==> config.mk <==
export PLATFORM = sky130hd
export DESIGN_NAME = svc_cordic
export DESIGN_NICKNAME = d
export VERILOG_FILES = /design/src/hw/rtl/svc_pkg.sv /design/src/hw/rtl/svc_cordic.sv
export SDC_FILE = /design/constraint.sdc
export NUM_CORES = 2
export LEC_CHECK = 0
export BUFFER_PORTS_ARGS = -buffer_cell sky130_fd_sc_hd__buf_2
export CAP_MARGIN = 10
export CORE_UTILIZATION = 35
export CTS_CLUSTER_DIAMETER = 150
export DETAILED_ROUTE_END_ITERATION = 16
export GPL_TIMING_DRIVEN = 0
export HOLD_SLACK_MARGIN = 0.15
export REMOVE_ABC_BUFFERS = 1
export SLEW_MARGIN = 20
export SYNTH_ARGS = -nofsm -noshare
export SYNTH_HDL_FRONTEND = slang
export SYNTH_SLANG_ARGS = --single-unit
==> constraint.sdc <==
create_clock -name clock -period 6.4 [get_ports clock]
set_input_delay 1.28 -clock clock [delete_from_list [all_inputs] [get_ports clock]]
set_output_delay 1.28 -clock clock [all_outputs]
set_load 0.05 [all_outputs]
==> src/hw/rtl/svc_pkg.sv <==
// ----------------------------------------------------------------------------
// svc_pkg
// shared constants, register indexes and the arctangent table of the
// space-vector pwm compare generator
// ----------------------------------------------------------------------------
package svc_pkg;

   // number formats
   localparam int FIELD_BITS    = 16;
   localparam int ANGLE_BITS    = 16;
   localparam int CORDIC_STAGES = 16;
   localparam int GUARD_BITS    = 8;
   localparam int XY_BITS       = FIELD_BITS + GUARD_BITS + 3;
   localparam int Z_BITS        = 32;
   localparam int LEN_BITS      = 16;
   localparam int M_BITS        = XY_BITS - 1 + 30 - 30 - GUARD_BITS;
   localparam int SIX_BITS      = ANGLE_BITS + 3;

   // inverse cordic gain, q0.30
   localparam logic [29:0] INV_GAIN = 30'd652032874;
   localparam logic [LEN_BITS-1:0] FULL_LEN = LEN_BITS'(32768);

   // phase high patterns, one bit per sector
   localparam logic [5:0] HIGH_A = 6'b100011;
   localparam logic [5:0] HIGH_B = 6'b001110;
   localparam logic [5:0] HIGH_C = 6'b111000;
   localparam logic [2:0] LAST_SECTOR = 3'd5;

   // operation codes
   localparam logic OP_ROTATE = 1'b0;
   localparam logic OP_DIRECT = 1'b1;

   // register indexes
   typedef logic [1:0] csr_index_type;
   localparam csr_index_type CSR_D_DEMAND   = 2'd0;
   localparam csr_index_type CSR_Q_DEMAND   = 2'd1;
   localparam csr_index_type CSR_PWM_PERIOD = 2'd2;

   localparam logic [15:0] PERIOD_RESET = 16'd35999;

   // atan(2^-i) in units of 2^-32 turn
   function automatic logic [Z_BITS-1:0] atan_turn(input int i);
      logic [Z_BITS-1:0] v;
      case (i)
         0:  v = 32'h20000000;
         1:  v = 32'h12E4051E;
         2:  v = 32'h09FB385B;
         3:  v = 32'h051111D4;
         4:  v = 32'h028B0D43;
         5:  v = 32'h0145D7E1;
         6:  v = 32'h00A2F61E;
         7:  v = 32'h00517C55;
         8:  v = 32'h0028BE53;
         9:  v = 32'h00145F2F;
         10: v = 32'h000A2F98;
         11: v = 32'h000517CC;
         12: v = 32'h00028BE6;
         13: v = 32'h000145F3;
         14: v = 32'h0000A2FA;
         15: v = 32'h0000517D;
         16: v = 32'h000028BE;
         17: v = 32'h0000145F;
         18: v = 32'h00000A30;
         19: v = 32'h00000518;
         20: v = 32'h0000028C;
         21: v = 32'h00000146;
         22: v = 32'h000000A3;
         23: v = 32'h00000051;
         default: v = '0;
      endcase
      return v;
   endfunction

endpackage

==> src/hw/rtl/svc_cordic.sv <==
// ----------------------------------------------------------------------------
// svc_cordic
// operand select and pipelined vectoring cordic, one iteration per stage
// ----------------------------------------------------------------------------
module svc_cordic (
   input  logic                             clock,
   input  logic                             reset,
   input  logic                             en,
   input  logic                             in_valid,
   input  logic                             operation,
   input  logic [15:0]                      rotor_angle,
   input  logic signed [15:0]               vec_alpha,
   input  logic signed [15:0]               vec_beta,
   input  logic signed [15:0]               d_demand,
   input  logic signed [15:0]               q_demand,
   output logic                             out_valid,
   output logic signed [svc_pkg::XY_BITS-1:0] out_x,
   output logic [svc_pkg::Z_BITS-1:0]       out_z
);
   import svc_pkg::*;

   logic                      valid_ff [0:CORDIC_STAGES];
   logic signed [XY_BITS-1:0] x_ff     [0:CORDIC_STAGES];
   logic signed [XY_BITS-1:0] y_ff     [0:CORDIC_STAGES];
   logic [Z_BITS-1:0]         z_ff     [0:CORDIC_STAGES];

   logic signed [15:0]        sel_x;
   logic signed [15:0]        sel_y;
   logic signed [XY_BITS-1:0] x0_in;
   logic signed [XY_BITS-1:0] y0_in;
   logic [Z_BITS-1:0]         z0_in;
   logic signed [XY_BITS-1:0] gx;
   logic signed [XY_BITS-1:0] gy;
   logic [Z_BITS-1:0]         gz;

   // operand select, guard bits, fold into right half plane
   always_comb begin
      sel_x = (operation == OP_DIRECT) ? vec_alpha : d_demand;
      sel_y = (operation == OP_DIRECT) ? vec_beta  : q_demand;
      gz    = (operation == OP_DIRECT) ? '0 : {rotor_angle, (Z_BITS-16)'(0)};
      gx    = XY_BITS'(sel_x) <<< GUARD_BITS;
      gy    = XY_BITS'(sel_y) <<< GUARD_BITS;
      if (gx < 0) begin
         x0_in = -gx;
         y0_in = -gy;
         z0_in = gz + {1'b1, (Z_BITS-1)'(0)};
      end else begin
         x0_in = gx;
         y0_in = gy;
         z0_in = gz;
      end
   end

   always_ff @(posedge clock) begin
      if (reset) begin
         valid_ff[0] <= 1'b0;
      end else if (en) begin
         valid_ff[0] <= in_valid;
      end
      if (en) begin
         x_ff[0] <= x0_in;
         y_ff[0] <= y0_in;
         z_ff[0] <= z0_in;
      end
   end

   // one rotation step per stage
   for (genvar i = 0; i < CORDIC_STAGES; i++) begin : g_iter
      logic signed [XY_BITS-1:0] dx;
      logic signed [XY_BITS-1:0] dy;
      logic signed [XY_BITS-1:0] x_in;
      logic signed [XY_BITS-1:0] y_in;
      logic [Z_BITS-1:0]         z_in;

      always_comb begin
         dx = y_ff[i] >>> i;
         dy = x_ff[i] >>> i;
         if (y_ff[i] >= 0) begin
            x_in = x_ff[i] + dx;
            y_in = y_ff[i] - dy;
            z_in = z_ff[i] + atan_turn(i);
         end else begin
            x_in = x_ff[i] - dx;
            y_in = y_ff[i] + dy;
            z_in = z_ff[i] - atan_turn(i);
         end
      end

      always_ff @(posedge clock) begin
         if (reset) begin
            valid_ff[i+1] <= 1'b0;
         end else if (en) begin
            valid_ff[i+1] <= valid_ff[i];
         end
         if (en) begin
            x_ff[i+1] <= x_in;
            y_ff[i+1] <= y_in;
            z_ff[i+1] <= z_in;
         end
      end
   end

   assign out_valid = valid_ff[CORDIC_STAGES];
   assign out_x     = x_ff[CORDIC_STAGES];
   assign out_z     = z_ff[CORDIC_STAGES];

endmodule

==> summary.md <==
| Metric | Value |
|---|---|
| Pre-CTS setup slack | `~1.0 ns` |
| Crit Path Class | `reg2reg` |
| Largest net degree at the start of global routing | `about 150` |
| Die width | `557 um` |
| Nets@finish | `~13,000` |
| CP required | `between 7 and 8 ns` |
| # setup viols final | `0` |
| Rel. slew slack | `29.3%` |
| Setup crit end kind | `flip-flop` |
| Worst min-delay path class | `reg2reg` |
| Critical path cell sequence | `inv_1, nand2_1, or4_1, or2_2, o41ai_1, xnor2_1, ha_1, a21oi_1, nand2b_1, o21ai_0, o31ai_1, a2111oi_0, o31ai_1, nor2_1, or4b_2, nand3_1` |
| Cts bufs inserted | `162` |
| Layout cells sized above 1 | `4.71%` |
| Worst reg2reg path depth | `16` |
| Critical path's largest stage delay | `0.74 ns` |
| Max cap viols | `0` |
| Total track usage | `between 10% and 20%` |
| Post-CTS setup repair buffer count | `0` |
| Die Y | `between 500 and 600 um` |
| Yosys Warn Count | `0` |
| Wire length per cell | `about 15 um` |
| Number of global-route vias before repair | `about 77,000` |
| Drt via density | `approximately 5.2` |
| Full die area | `310,000 um^2` |
| Clk slew on worst S/H paths | `~0.06 ns` |
| Iteration count of the initial detailed-routing pass | `5` |
| Fraction of registers with async set/reset | `0%` |
| I/O pins | `145` |
| DP HPWL | `roughly 190,000 um` |
| Synth cell types | `83` |
| Fill cells | `approximately 30,000` |
| #FFs+latches synth | `1,313` |
| Worst EP arrival | `about 6.0 ns` |
| Post-Route WL | `238,000 um` |
| Critical path fanouts, max | `6` |
| Pins Over Slew Limit | `0` |
| Syn Std Cell Area | `108,000 um^2` |
| Post-Syn Instances | `about 11,000` |
| Setup TNS | `0 ns` |
| # DRC | `0` |
| Setup slack after layout | `1.09 ns` |
| Post-layout min period | `about 5.3 ns` |
| Placer congestion estimate | `~0.86` |
| Root buf cell | `clkbuf_16` |
| Fin crit share | `between 80 and 90%` |
| Top cell family by delay on the critical path | `compound AO/OA/AOI/OAI gates` |
| Initial antenna violation count | `2` |
| CP Launch Type | `flip-flop` |
| Final ANT Viol Nets | `0` |
| Worst slew pin tran | `~1.0 ns` |
| Initial DRC count | `between 4,000 and 5,000` |
| H-tree depth | `4` |
| Post-CTS sizing | `0` |
| CP max stage cell | `o31ai_1` |
| Clock skew | `between 0.04 and 0.05 ns` |
| Insertion delay to the later sink of the worst-skew pair | `0.84 ns` |
| Row count | `203` |
| Worst Path Buf+Inv | `1` |
| Post-synth EDFFs | `around 1,300` |
| HP Start | `z_ff[0][25]` |
| Clock sink count | `approximately 1,300` |
| Port bufs | `about 140` |
| Worst R2R Start | `y_ff[0][196]` |
| Status | `completed` |
| Routed via count | `80,897` |
| CTS tree | `done` |
| Initial Utilization | `35.2%` |
| FMAX | `188 MHz` |
| Worst reg2reg endpoint | `x_ff[8][26]` |
| Area grow syn2layout | `10.8%` |
| Syn_area_per_cell | `around 10 um^2` |
| Final Hold Viols | `0` |
| Cts hold-fix bufs | `0` |
| Core Footprint | `306,000 um^2` |
| R2r setup slk | `1.09 ns` |
| First-pass GRT wire length | `approximately 390,000 um` |
| Most used cell, CP | `o31ai_1` |
| Most used DFF post-synth | `edfxtp_1` |
| Remaining global-route overflow | `0` |
| Hold depth | `0` |
| Min-Delay Endpoint | `z_ff[0][57]` |
| Unrepaired setup endpoints after global routing | `false` |
| Sequential area share after synthesis | `a little over a third` |
| CTS Buffer Depth | `4` |
stage by stage:
stage	hold WS (ns)	area (um^2)	std cells	utilization, %
2_1_floorplan	0.400	107000	11010	-
3_3_place_gp	0.403	113000	15253	37.0
3_5_place_dp	0.405	114000	15299	37.3
4_1_cts	0.419	119000	15581	39.0
5_1_grt	0.421	119000	15583	39.0
6_report	0.418	119000	15583	39.0
worst register-to-register path: cells and delay by family (launching register included):
kind                     cells  cell delay [ns]
buffers and inverters        1             0.12
AND/OR/NAND/NOR              7             1.96
flip-flops                   1             0.49
XOR/XNOR                     1             0.16
AO/OA/AOI/OAI                6             2.05
adder cells (fa/ha/maj)      1             0.44
worst max path at each step:
stage                      start            to  slack (ns)  cells after the start
global placement              en  valid_ff[16]      -16.72                      2
global route        y_ff[0][196]   x_ff[8][26]        0.82                     16
detailed placement  y_ff[0][196]   x_ff[8][26]        1.01                     16
finish              y_ff[0][196]   x_ff[8][26]        1.09                     16
CTS                 y_ff[0][196]   x_ff[8][26]        1.02                     16
floorplan           y_ff[0][161]  z_ff[0][223]        1.77                     11
cell usage after synthesis, types with 97 or more instances:
library cell / count / area (um^2)
clkbuf_1: 151 / 567
ha_1: 1220 / 15300
nand2_1: 672 / 2520
nor2b_1: 169 / 1060
inv_1: 461 / 1730
a211oi_1: 107 / 803
a31oi_1: 112 / 701
or3_1: 118 / 738
nor3_1: 247 / 1240
edfxtp_1: 1313 / 39400
o21bai_1: 137 / 1030
xnor2_1: 983 / 8610
a21oi_1: 981 / 4910
o21ai_0: 654 / 3270
nand3_1: 224 / 1120
nor2_1: 792 / 2970
xor2_1: 507 / 4440
o31ai_1: 193 / 1450
o21a_1: 184 / 1380
a21o_1: 465 / 3490
nand2b_1: 175 / 1090
and3_1: 97 / 607
placed cells by master, fill, tap and decap left out, types with 109 or more instances in the layout:
| master | count |
|---|---|
| edfxtp_1 | 1313 |
| ha_1 | 1220 |
| xnor2_1 | 983 |
| a21oi_1 | 981 |
| nor2_1 | 792 |
| nand2_1 | 672 |
| o21ai_0 | 653 |
| xor2_1 | 507 |
| a21o_1 | 465 |
| inv_1 | 459 |
| nor3_1 | 247 |
| nand3_1 | 224 |
| o31ai_1 | 193 |
| o21a_1 | 184 |
| nand2b_1 | 175 |
| nor2b_1 | 169 |
| clkbuf_16 | 167 |
| buf_2 | 142 |
| o21bai_1 | 137 |
| or3_1 | 118 |
| a31oi_1 | 112 |
| conb_1 | 109 |
sequential cells by signal, indices dropped and copies added, names as in the netlist:
register / count
x_ff: 429
valid_ff: 17
z_ff: 484
y_ff: 383
cell families after synthesis:
group,Yosys count,synth area share (%)
DFF,1313,36.6
buffers and inverters,639,2.23
AOI/OAI and AO/OA,3386,20.3
muxes,57,0.537
adders and majority gates,1259,14.9
other,1,0.00348
xor gates and xnor gates,1490,12.1
and+or+nand+nor,2933,13.3
final cells by class:
cell class              instances  area, um^2  area share (%)
diodes                          2        5.00         0.00419
clock buffers                 187        4250            3.56
clock inverters                95         910           0.762
inverters                     463        1740            1.46
multi-input cells            9234       66300            55.5
flip-flops and latches       1313       39400            33.0
well taps                    4100        5130            4.30
repair buffers                189        1620            1.35
metal layers:
| metal | GRT usage (%) | part of all wire, % | vias to the layer above |
|---|---|---|---|
| met2 | 26.8 | 49 | 1288 |
| met3 | 1.65 | 3.1 | 428 |
| met5 | 0 | 0 | - |
| met4 | 5.11 | 3.5 | 0 |
| met1 | 18.0 | 45 | 37076 |
| li1 | - | - | 42105 |
Power is not shown: default switching activity piles up to over one toggle a cycle in this logic, so the estimate is an artifact.
